### src/sv/wss_pkg.sv
// Shared constants and types for the windowed sample statistics block.
// No dependencies; imported by every module of the block.
`default_nettype none

package wss_pkg;

    localparam int SAMPLE_W   = 24;
    localparam int COUNT_W    = 8;
    localparam int LEN_W      = 8;
    localparam int SPAN_W     = 4;
    localparam int SUM_W      = 28;
    localparam int CFG_IDX_W  = 2;
    localparam int CFG_DATA_W = 24;
    localparam int DIV_STEPS  = SUM_W;
    localparam int DIV_CNT_W  = $clog2(DIV_STEPS);

    localparam logic [CFG_IDX_W-1:0] REG_GATE_THRESHOLD = 2'd0;
    localparam logic [CFG_IDX_W-1:0] REG_ACCEPT_ABOVE   = 2'd1;
    localparam logic [CFG_IDX_W-1:0] REG_WINDOW_LEN     = 2'd2;
    localparam logic [CFG_IDX_W-1:0] REG_AVG_SPAN       = 2'd3;

    localparam logic [SAMPLE_W-1:0] RST_GATE_THRESHOLD = 24'd768;
    localparam logic                RST_ACCEPT_ABOVE   = 1'b1;
    localparam logic [LEN_W-1:0]    RST_WINDOW_LEN     = 8'd128;
    localparam logic [SPAN_W-1:0]   RST_AVG_SPAN       = 4'd10;

    typedef struct packed {
        logic              start;
        logic [SPAN_W-1:0] divisor;
    } div_req_t;

endpackage

`default_nettype wire

### src/sv/windowed_sample_statistics.sv
// Windowed sample statistics: outlier gate, sliding window of the newest
// samples, min/max/mean per request. Depends on wss_pkg, wss_cell, wss_divider.
//
// Samples live in a chain of WINDOW_DEPTH cells, newest at the head. A request
// is accepted (and a kept sample stored) in ST_IDLE; ST_SCAN then rotates the
// chain once past its tail (min, max and sum gathered there), ST_DIV runs the
// bit-serial divider and ST_OUT loads the output register. A new request is
// taken while the previous result still waits in the output register.
`default_nettype none

module windowed_sample_statistics
    import wss_pkg::*;
#(
    parameter int WINDOW_DEPTH = 128
) (
    input  wire logic                  aclk,
    input  wire logic                  aresetn,
    input  wire logic                  cfg_we,
    input  wire logic [CFG_IDX_W-1:0]  cfg_index,
    input  wire logic [CFG_DATA_W-1:0] cfg_wdata,
    input  wire logic                  s_valid,
    output logic                       s_ready,
    input  wire logic [SAMPLE_W-1:0]   s_sample,
    output logic                       m_valid,
    input  wire logic                  m_ready,
    output logic                       m_kept,
    output logic      [COUNT_W-1:0]    m_count,
    output logic      [SAMPLE_W-1:0]   m_window_min,
    output logic      [SAMPLE_W-1:0]   m_window_max,
    output logic      [SAMPLE_W-1:0]   m_mean,
    output logic                       m_mean_valid
);

    localparam int CNT_W = $clog2(WINDOW_DEPTH + 1);
    localparam int POS_W = $clog2(WINDOW_DEPTH);
    localparam int CW    = (CNT_W > LEN_W) ? CNT_W : LEN_W;

    typedef enum logic [1:0] {ST_IDLE, ST_SCAN, ST_DIV, ST_OUT} state_t;

    state_t state_reg, state_next;

    logic [SAMPLE_W-1:0] thr_reg;
    logic                above_reg;
    logic [LEN_W-1:0]    wlen_reg;
    logic [SPAN_W-1:0]   span_reg;

    logic [CNT_W-1:0]    count_reg, count_next;
    logic [POS_W-1:0]    pos_reg, pos_next;
    logic                kept_reg, kept_next;
    logic [SAMPLE_W-1:0] min_reg, min_next;
    logic [SAMPLE_W-1:0] max_reg, max_next;
    logic [SUM_W-1:0]    sum_reg, sum_next;
    logic                div_start_reg, div_start_next;

    logic                m_valid_reg, m_valid_next;
    logic                m_kept_reg;
    logic [COUNT_W-1:0]  m_count_reg;
    logic [SAMPLE_W-1:0] m_min_reg, m_max_reg, m_mean_reg;
    logic                m_mean_valid_reg;

    logic [SAMPLE_W-1:0] cell_q [WINDOW_DEPTH];
    logic [SAMPLE_W-1:0] chain_head, tail;
    logic                chain_shift;

    logic                s_fire, keep, out_load, mean_ok;
    logic [CW-1:0]       wl_w, eff_len, cnt_w, cnt_inc, cnt_upd;
    logic [CW-1:0]       span_w, cm1, n_w, pos_w;
    logic                in_win, in_mean;
    div_req_t            div_req;
    logic [SUM_W-1:0]    quotient;
    logic                div_done;

    // configuration
    always_ff @(posedge aclk) begin
        if (!aresetn) begin
            thr_reg   <= RST_GATE_THRESHOLD;
            above_reg <= RST_ACCEPT_ABOVE;
            wlen_reg  <= RST_WINDOW_LEN;
            span_reg  <= RST_AVG_SPAN;
        end else if (cfg_we) begin
            unique case (cfg_index)
                REG_GATE_THRESHOLD: thr_reg   <= cfg_wdata[SAMPLE_W-1:0];
                REG_ACCEPT_ABOVE:   above_reg <= cfg_wdata[0];
                REG_WINDOW_LEN:     wlen_reg  <= cfg_wdata[LEN_W-1:0];
                REG_AVG_SPAN:       span_reg  <= cfg_wdata[SPAN_W-1:0];
            endcase
        end
    end

    assign s_ready = (state_reg == ST_IDLE);
    assign s_fire  = s_valid && s_ready;
    assign keep    = above_reg ? (s_sample > thr_reg) : (s_sample <= thr_reg);

    // cell chain
    assign tail        = cell_q[WINDOW_DEPTH-1];
    assign chain_shift = (s_fire && keep) || (state_reg == ST_SCAN);
    assign chain_head  = (state_reg == ST_SCAN) ? tail : s_sample;

    for (genvar i = 0; i < WINDOW_DEPTH; i++) begin : g_cell
        if (i == 0) begin : g_head
            wss_cell u_cell (
                .aclk     (aclk),
                .shift_en (chain_shift),
                .d_in     (chain_head),
                .q_out    (cell_q[i])
            );
        end else begin : g_body
            wss_cell u_cell (
                .aclk     (aclk),
                .shift_en (chain_shift),
                .d_in     (cell_q[i-1]),
                .q_out    (cell_q[i])
            );
        end
    end

    // count update: store, then trim to the effective length
    assign wl_w    = CW'(wlen_reg);
    assign eff_len = (wl_w == '0) ? CW'(1) :
                     (wl_w > CW'(WINDOW_DEPTH)) ? CW'(WINDOW_DEPTH) : wl_w;
    assign cnt_w   = CW'(count_reg);
    assign cnt_inc = (keep && (cnt_w < CW'(WINDOW_DEPTH))) ? cnt_w + CW'(1) : cnt_w;
    assign cnt_upd = (cnt_inc > eff_len) ? eff_len : cnt_inc;

    // mean span: min(avg_span, count - 1), with avg_span 0 taken as 1
    assign span_w  = (span_reg == '0) ? CW'(1) : CW'(span_reg);
    assign cm1     = cnt_w - CW'(1);
    assign n_w     = (cm1 < span_w) ? cm1 : span_w;
    assign mean_ok = cnt_w >= CW'(2);

    // tail position, newest = 0
    assign pos_w   = CW'(pos_reg);
    assign in_win  = pos_w < cnt_w;
    assign in_mean = mean_ok && (pos_w < n_w);

    assign div_req.start   = div_start_reg;
    assign div_req.divisor = n_w[SPAN_W-1:0];

    wss_divider u_div (
        .aclk     (aclk),
        .aresetn  (aresetn),
        .req      (div_req),
        .dividend (sum_reg),
        .quotient (quotient),
        .done     (div_done)
    );

    always_comb begin
        state_next     = state_reg;
        count_next     = count_reg;
        pos_next       = pos_reg;
        kept_next      = kept_reg;
        min_next       = min_reg;
        max_next       = max_reg;
        sum_next       = sum_reg;
        div_start_next = 1'b0;
        out_load       = 1'b0;
        unique case (state_reg)
            ST_IDLE: begin
                if (s_fire) begin
                    kept_next  = keep;
                    count_next = CNT_W'(cnt_upd);
                    pos_next   = POS_W'(WINDOW_DEPTH - 1);
                    min_next   = '1;
                    max_next   = '0;
                    sum_next   = '0;
                    state_next = ST_SCAN;
                end
            end
            ST_SCAN: begin
                if (in_win) begin
                    if (tail < min_reg) min_next = tail;
                    if (tail > max_reg) max_next = tail;
                end
                if (in_mean) begin
                    sum_next = sum_reg + SUM_W'(tail);
                end
                pos_next = pos_reg - 1'b1;
                if (pos_reg == '0) begin
                    div_start_next = 1'b1;
                    state_next     = ST_DIV;
                end
            end
            ST_DIV: begin
                if (div_done) begin
                    state_next = ST_OUT;
                end
            end
            ST_OUT: begin
                if (!m_valid_reg || m_ready) begin
                    out_load   = 1'b1;
                    state_next = ST_IDLE;
                end
            end
        endcase
        m_valid_next = out_load ? 1'b1 : ((m_valid_reg && m_ready) ? 1'b0 : m_valid_reg);
    end

    always_ff @(posedge aclk) begin
        if (!aresetn) begin
            state_reg     <= ST_IDLE;
            count_reg     <= '0;
            div_start_reg <= 1'b0;
            m_valid_reg   <= 1'b0;
        end else begin
            state_reg     <= state_next;
            count_reg     <= count_next;
            div_start_reg <= div_start_next;
            m_valid_reg   <= m_valid_next;
        end
    end

    always_ff @(posedge aclk) begin
        pos_reg  <= pos_next;
        kept_reg <= kept_next;
        min_reg  <= min_next;
        max_reg  <= max_next;
        sum_reg  <= sum_next;
        if (out_load) begin
            m_kept_reg       <= kept_reg;
            m_count_reg      <= cnt_w[COUNT_W-1:0];
            m_min_reg        <= (count_reg == '0) ? '0 : min_reg;
            m_max_reg        <= (count_reg == '0) ? '0 : max_reg;
            m_mean_reg       <= mean_ok ? quotient[SAMPLE_W-1:0] : '0;
            m_mean_valid_reg <= mean_ok;
        end
    end

    assign m_valid      = m_valid_reg;
    assign m_kept       = m_kept_reg;
    assign m_count      = m_count_reg;
    assign m_window_min = m_min_reg;
    assign m_window_max = m_max_reg;
    assign m_mean       = m_mean_reg;
    assign m_mean_valid = m_mean_valid_reg;

endmodule

`default_nettype wire

### src/sv/wss_cell.sv
// One window cell: holds a single sample and passes it on to its neighbor.
// Depends on wss_pkg.
`default_nettype none

module wss_cell
    import wss_pkg::*;
(
    input  wire logic                aclk,
    input  wire logic                shift_en,
    input  wire logic [SAMPLE_W-1:0] d_in,
    output logic      [SAMPLE_W-1:0] q_out
);

    logic [SAMPLE_W-1:0] data_reg;

    always_ff @(posedge aclk) begin
        if (shift_en) begin
            data_reg <= d_in;
        end
    end

    assign q_out = data_reg;

endmodule

`default_nettype wire

### src/sv/wss_divider.sv
// Restoring divider, one quotient bit per cycle, for the windowed mean.
// Depends on wss_pkg.
`default_nettype none

module wss_divider
    import wss_pkg::*;
(
    input  wire logic             aclk,
    input  wire logic             aresetn,
    input  wire div_req_t         req,
    input  wire logic [SUM_W-1:0] dividend,
    output logic      [SUM_W-1:0] quotient,
    output logic                  done
);

    logic                 busy_reg, busy_next;
    logic                 done_reg, done_next;
    logic [DIV_CNT_W-1:0] step_reg, step_next;
    logic [SUM_W-1:0]     quo_reg, quo_next;
    logic [SPAN_W-1:0]    rem_reg, rem_next;
    logic [SPAN_W-1:0]    div_reg, div_next;
    logic [SPAN_W:0]      trial;
    logic                 ge;

    assign trial = {rem_reg, quo_reg[SUM_W-1]};
    assign ge    = trial >= {1'b0, div_reg};

    always_comb begin
        busy_next = busy_reg;
        done_next = 1'b0;
        step_next = step_reg;
        quo_next  = quo_reg;
        rem_next  = rem_reg;
        div_next  = div_reg;
        if (req.start) begin
            busy_next = 1'b1;
            step_next = '0;
            quo_next  = dividend;
            rem_next  = '0;
            div_next  = req.divisor;
        end else if (busy_reg) begin
            quo_next  = {quo_reg[SUM_W-2:0], ge};
            rem_next  = ge ? SPAN_W'(trial - {1'b0, div_reg}) : SPAN_W'(trial);
            step_next = step_reg + 1'b1;
            if (step_reg == DIV_CNT_W'(DIV_STEPS - 1)) begin
                busy_next = 1'b0;
                done_next = 1'b1;
            end
        end
    end

    always_ff @(posedge aclk) begin
        if (!aresetn) begin
            busy_reg <= 1'b0;
            done_reg <= 1'b0;
        end else begin
            busy_reg <= busy_next;
            done_reg <= done_next;
        end
    end

    always_ff @(posedge aclk) begin
        step_reg <= step_next;
        quo_reg  <= quo_next;
        rem_reg  <= rem_next;
        div_reg  <= div_next;
    end

    assign quotient = quo_reg;
    assign done     = done_reg;

endmodule

`default_nettype wire

### config.mk
export PLATFORM = sky130hd
export DESIGN_NAME = windowed_sample_statistics
export DESIGN_NICKNAME = d
export VERILOG_FILES = /design/src/sv/wss_pkg.sv /design/src/sv/windowed_sample_statistics.sv /design/src/sv/wss_cell.sv /design/src/sv/wss_divider.sv
export SDC_FILE = /design/constraint.sdc
export NUM_CORES = 2
export LEC_CHECK = 0
export BUFFER_PORTS_ARGS = -buffer_cell sky130_fd_sc_hd__buf_2
export CAP_MARGIN = 10
export CELL_PAD_IN_SITES_DETAIL_PLACEMENT = 1
export CELL_PAD_IN_SITES_GLOBAL_PLACEMENT = 2
export CORE_ASPECT_RATIO = 1.2
export CORE_MARGIN = 2
export CORE_UTILIZATION = 51
export DETAILED_ROUTE_END_ITERATION = 8
export PLACE_DENSITY_LB_ADDON = 0.1
export SKIP_LAST_GASP = 1
export SLEW_MARGIN = 20
export SYNTH_ARGS = -nofsm -noshare
export SYNTH_HDL_FRONTEND = slang
export SYNTH_HIERARCHICAL = 1
export SYNTH_SLANG_ARGS = --single-unit
### constraint.sdc
create_clock -name aclk -period 88.9 [get_ports aclk]
set_input_delay 8.89 -clock aclk [delete_from_list [all_inputs] [get_ports aclk]]
set_output_delay 8.89 -clock aclk [all_outputs]
set_load 0.02 [all_outputs]
# After elaboration in Yosys (flattened, before gate mapping)
# Cells that the tools add are included.
# totals
regBits,3330
out_inout_bits,84
# op_classes
n_addsub,6
magnitude_cmp,12
n_eq_ne,15
mux,38
bitwise_logic,2
reduce_logical,29
# ops
cell,n
$mux W24,7
$mux W28,4
$pmux W24 S2,2
$pmux W28 S2,1
$gt A24 B24 Y1,2
$mux W8,5
$add A28 B24 Y28,1
$le A24 B24 Y1,1
$lt A24 B24 Y1,1
$logic_not A8 Y1,2
$lt A7 B8 Y1,2
$pmux W7 S2,1
$reduce_and A2 Y1,7
$reduce_and A4 Y1,3
$mux W1,10
$ne A2 B1 Y1 const B,5
$add A8 B1 Y8 const B,1
$eq A2 B2 Y1 const B,4
$ge A8 B2 Y1 const B,1
$gt A8 B8 Y1,1
$gt A8 B8 Y1 const B,1
$lt A8 B4 Y1,1
$lt A8 B8 Y1 const B,1
$mux W2,4
21 further kinds,34

# Depth between registers and ports, before layout
# logic_depth
ltp_word,8
depth_mapped,20
ltp_nobuf,19

# Hierarchy
# Netlist, hierarchy kept.
# by_module_without_submodules
module,instances,cells_each,area_per_inst_um2,seq_area_each_um2
wss_cell,128,24,720.7,720.7
windowed_sample_statistics,1,1200,12415.7,5965.7
wss_divider,1,132,1916.8,1181.1

# Least setup slack after synthesis
# No wires, ideal clock.
# synth_path
kind,input port to flip-flop
start,input s_sample[22]
end,"register g_cell[0].g_head.u_cell.data_reg[0], enable pin"
arrival_ns,59.687
required_time_ns,68.498
slack_ns,8.811
path_stages,9
n_path_buf,0
cell_sequence,ha_1 -> nand4_1 -> or3_4 -> nor3_4 -> o31ai_2 -> a22oi_4 -> xnor2_1 -> nand2_1 -> nand2_1
# synth_between
elab_chain_len,4
word_cells_on_any_way,5
classes_between,order compare: 2; mux: 1; reduce/logical: 2
# synth_rtl
element,line,text
from (decl),windowed_sample_statistics.sv:23,"input wire logic [SAMPLE_W-1:0] s_sample,"
$le A24 B24 Y1 / $gt A24 B24 Y1 (equally long branches),windowed_sample_statistics.sv:92,assign keep = above_reg ? (s_sample > thr_reg) : (s_sample <= thr_reg);
$mux W1 (*),windowed_sample_statistics.sv:92,
named net keep,windowed_sample_statistics.sv:65,"logic s_fire, keep, out_load, mean_ok;"
$logic_and A1 B1 Y1 (*),windowed_sample_statistics.sv:96,assign chain_shift = (s_fire && keep) || (state_reg == ST_SCAN);
$logic_or A1 B1 Y1 (*),windowed_sample_statistics.sv:96,
named net chain_shift,windowed_sample_statistics.sv:63,logic chain_shift;
to (signal assigned),wss_cell.sv:18,data_reg <= d_in;
to (decl),wss_cell.sv:14,logic [SAMPLE_W-1:0] data_reg;
# The timed path passes the listed nets; every way through them passes the cells marked *.
# A chain may end at the register's enable or synchronous reset.

# Worst setup path after layout
# layout_path
start,input s_sample[19]
end,"register g_cell[84].g_body.u_cell.data_reg[17], enable pin"
# layout_between
elab_chain_len,4
word_cells_on_any_way,5
classes_between,order compare: 2; mux: 1; reduce/logical: 2
# layout_rtl
element,line
$le A24 B24 Y1 / $gt A24 B24 Y1 (equally long branches),windowed_sample_statistics.sv:92
$mux W1 (*),windowed_sample_statistics.sv:92
named net keep,windowed_sample_statistics.sv:65
$logic_and A1 B1 Y1 (*),windowed_sample_statistics.sv:96
$logic_or A1 B1 Y1 (*),windowed_sample_statistics.sv:96
named net chain_shift,windowed_sample_statistics.sv:63
to (signal assigned),wss_cell.sv:18
to (decl),wss_cell.sv:14
# Marks and branches as above.

==> results.py <==
metrics = {
    "outcome": {
        "status": "completed",
    },
    "floorplan": {
        "core_um2": 207400,
        "rows": 183,
        "start_util_pct": 51.38,
        "dieWidth_um": 421.3,
        "die_h_um": 504.8,
        "die-area_um2": 212700,
        "ioPinCount": 139,
    },
    "drt": {
        "viasPerCell": 4.992,
        "ant_nets": 0,
        "drt_iter0_markers": 3084,
        "top_layer": "met5",
        "totalWireLength_um": 156600,
        "wl_per_cell_um": 19.89,
        "dr_wl_met3_um": 6476,
        "wl_met1_um": 74880,
        "routed-wl-met2_um": 70600,
        "drc": 0,
        "vias": 39320,
        "drt_pre_antenna_iters": 5,
    },
    "timing": {
        "period_minus_slack_ps": 15560,
        "setup-violations-final": 0,
        "fin_skew_ps": 50.25,
        "maxSlewHeadroom_pct": 27.33,
        "worst_slew_pin_slew_ps": 1090,
        "final.setup.tns_ps": 0,
        "final_hold_viol_count": 0,
        "finalCritPeriodShare_pct": 17.50,
        "max_freq_mhz": 64.28,
        "slew_viol_final": 0,
        "rsz0062_at_grt": "false",
    },
    "worst_setup_path": {
        "crit_fanout": 84,
        "critPathLaunch": "s_sample[19]",
        "critPathRequiredTime_ps": 89420,
        "arrival_ps": 16070,
        "critPathLaunchType": "input pin",
        "cp-end-kind": "flop",
        "setup.worst_path.class": "in -> reg",
        "r2r_start": "thr_reg[21]",
    },
    "cts": {
        "post-cts-setup-buffers": 0,
        "ctsHoldBuffers": 0,
        "cts_buffers": 324,
        "cts-htree-levels": 5,
        "clk_pin_slew_ps": 60,
        "numClockSinks": 3330,
        "cts_root_buffer": "clkbuf_16",
        "cts.path.max_buffers": 4,
        "cts_resized": 0,
        "clk_latency_ps": 920,
        "cts_tree": "done",
    },
    "placement": {
        "port_buffers": 138,
        "dpl.cell_count": 7313,
        "hpwl_um": 86310,
        "place.gp.congestion": 0.7637,
    },
    "synthesis": {
        "synth-edff-count": 3270,
        "netlist_area_um2": 106600,
        "ys_ff_latch": 3330,
        "syn-instance-count": 4404,
        "ys.flop_type": "edfxtp_1",
        "synth_area_per_cell_um2": 24.20,
        "yosysWarningCount": 6,
        "async_flop_share_pct": 0,
        "netlist-cell-type-count": 80,
        "synth_seq_area_share_pct": 93.26,
    },
    "power_and_ir_drop": {
        "netSwitchingFraction_pct": 24.81,
        "p_comb_share_pct": 11.2,
        "p_leak_uw": 0.04104,
        "switching_power_uw": 1247,
        "seq_power_share_pct": 63.1,
        "vdd_drop_max_v": 0.00004055,
        "intPower_uw": 3779,
        "power_frac_clock_pct": 25.8,
        "power_density_nw_per_um2": 41.55,
    },
    "min_path": {
        "hp-class": "reg -> reg",
        "hp-start": "g_cell[37].g_body.u_cell/q_out[14]",
    },
    "final_layout": {
        "final_core_util_pct": 58.31,
        "n_fill_cell": 17070,
        "final_common_cell": "edfxtp_1",
        "finalNonFillerCells": 7875,
        "drive_gt1_share_pct": 13.25,
        "largest_reg_flops": 3048,
        "area_growth_syn_to_layout_pct": 13.50,
        "fin_nets": 5053,
        "final_cell_mix": "edfxtp_1 (3,270), clkbuf_16 (330), buf_2 (138)",
    },
    "global_route": {
        "grt_max_degree": 215,
        "grt_pass1_vias": 40820,
        "overflow": 0,
        "grt_usage_pct": 15.27,
        "antenna_found_initial": 11,
        "grt_pass1_wl_um": 248600,
    },
    "job": {
        "max-cap-violations": 0,
    },
}
-- worst paths after layout --
check | end | slack [ps] | depth (start not counted)
min reg2reg | g_cell[38].g_body.u_cell/q_out[14] | 380 | 0
max | g_cell[84].g_body.u_cell/q_out[17] | 73340 | 15
min | g_cell[38].g_body.u_cell/q_out[14] | 380 | 0
max reg2reg | g_cell[84].g_body.u_cell/q_out[17] | 80950 | 15
-- cell type report --
| cell class | count | area, um2 | area share, % |
|---|---|---|---|
| Sequential cell | 3330 | 99400 | 82.17 |
| Multi-Input combinational cell | 915 | 6601 | 5.457 |
| Antenna cell | 6 | 15.01 | 0.01241 |
| Timing Repair Buffer | 176 | 1087 | 0.8988 |
| Tap cell | 2775 | 3472 | 2.870 |
| Inverter | 117 | 439.2 | 0.3631 |
| Clock inverter | 158 | 1430 | 1.182 |
| Clock buffer | 398 | 8523 | 7.046 |
-- cell families (layout without fill, tap and decap cells) --
logic type                 count (synthesis)  after routing  share of synthesized area [%]
adders and majority gates                134            134                          1.587
xor gates and xnor gates                  30             30                         0.2465
muxes                                     47             47                         0.4801
other                                      1              9                       0.003518
DFF                                     3330           3330                          93.26
and+or+nand+nor                          445            445                          2.181
AOI/OAI and AO/OA                        256            256                          1.647
buffers and inverters                    161            849                         0.5964
-- metrics by stage --
| step | cell area, um2 | hold WS, ps | total power [uW] | setup WS (ps) |
|---|---|---|---|---|
| 6_report | 121000 | 384.0 | 5027 | 73340 |
| 3_3_place_gp | 111000 | 400.3 | 3745 | 72460 |
| 2_1_floorplan | 106600 | 400.3 | 6017 | 8811 |
| 5_1_grt | 121000 | 392.1 | 5307 | 72800 |
| 4_1_cts | 120900 | 379.9 | 5121 | 73350 |
| 3_5_place_dp | 111000 | 405.1 | 3783 | 72260 |
-- worst max-delay path: stages --
cell,delay [ps]
buf_2,190
ha_1,350
nand2_2,60
or3_4,400
nor3_4,280
o31ai_2,140
a22oi_4,470
xnor2_1,250
nand2_1,160
nand2_4,550
buf_4,790
buf_4,810
buf_4,850
buf_4,900
buf_4,690
-- per-layer routing --
metal,GRT usage (%),up-vias
li1,-,18280
met1,23.31,20070
met2,22.09,649
met3,3.089,318
met4,5.441,2
met5,0,-
-- power groups by stage --
stage	clock (uW)	combinational (uW)	sequential [uW]
global route	1390	633	3280
finish	1290	561	3170
CTS	1340	573	3210
detailed placement	0	580	3200
global placement	0	563	3180
floorplan	0	382	5630
-- synth_stat cells, types with 20 or more instances --
library cell	instances	area share (%)
a21o_1	69	0.49
a21oi_1	75	0.35
and2_1	75	0.44
clkbuf_1	33	0.12
dfxtp_1	60	1.1
edfxtp_1	3270	92
ha_1	132	1.5
inv_1	116	0.41
mux2_2	30	0.32
nand2_1	125	0.44
nand2b_1	34	0.20
nand3_1	20	0.094
nand4_1	21	0.12
nor2_1	62	0.22
nor2b_1	36	0.21
nor3_1	26	0.12
o21ai_0	20	0.094
xnor2_1	20	0.16
Note: power is estimated with default switching activity, not from simulation.
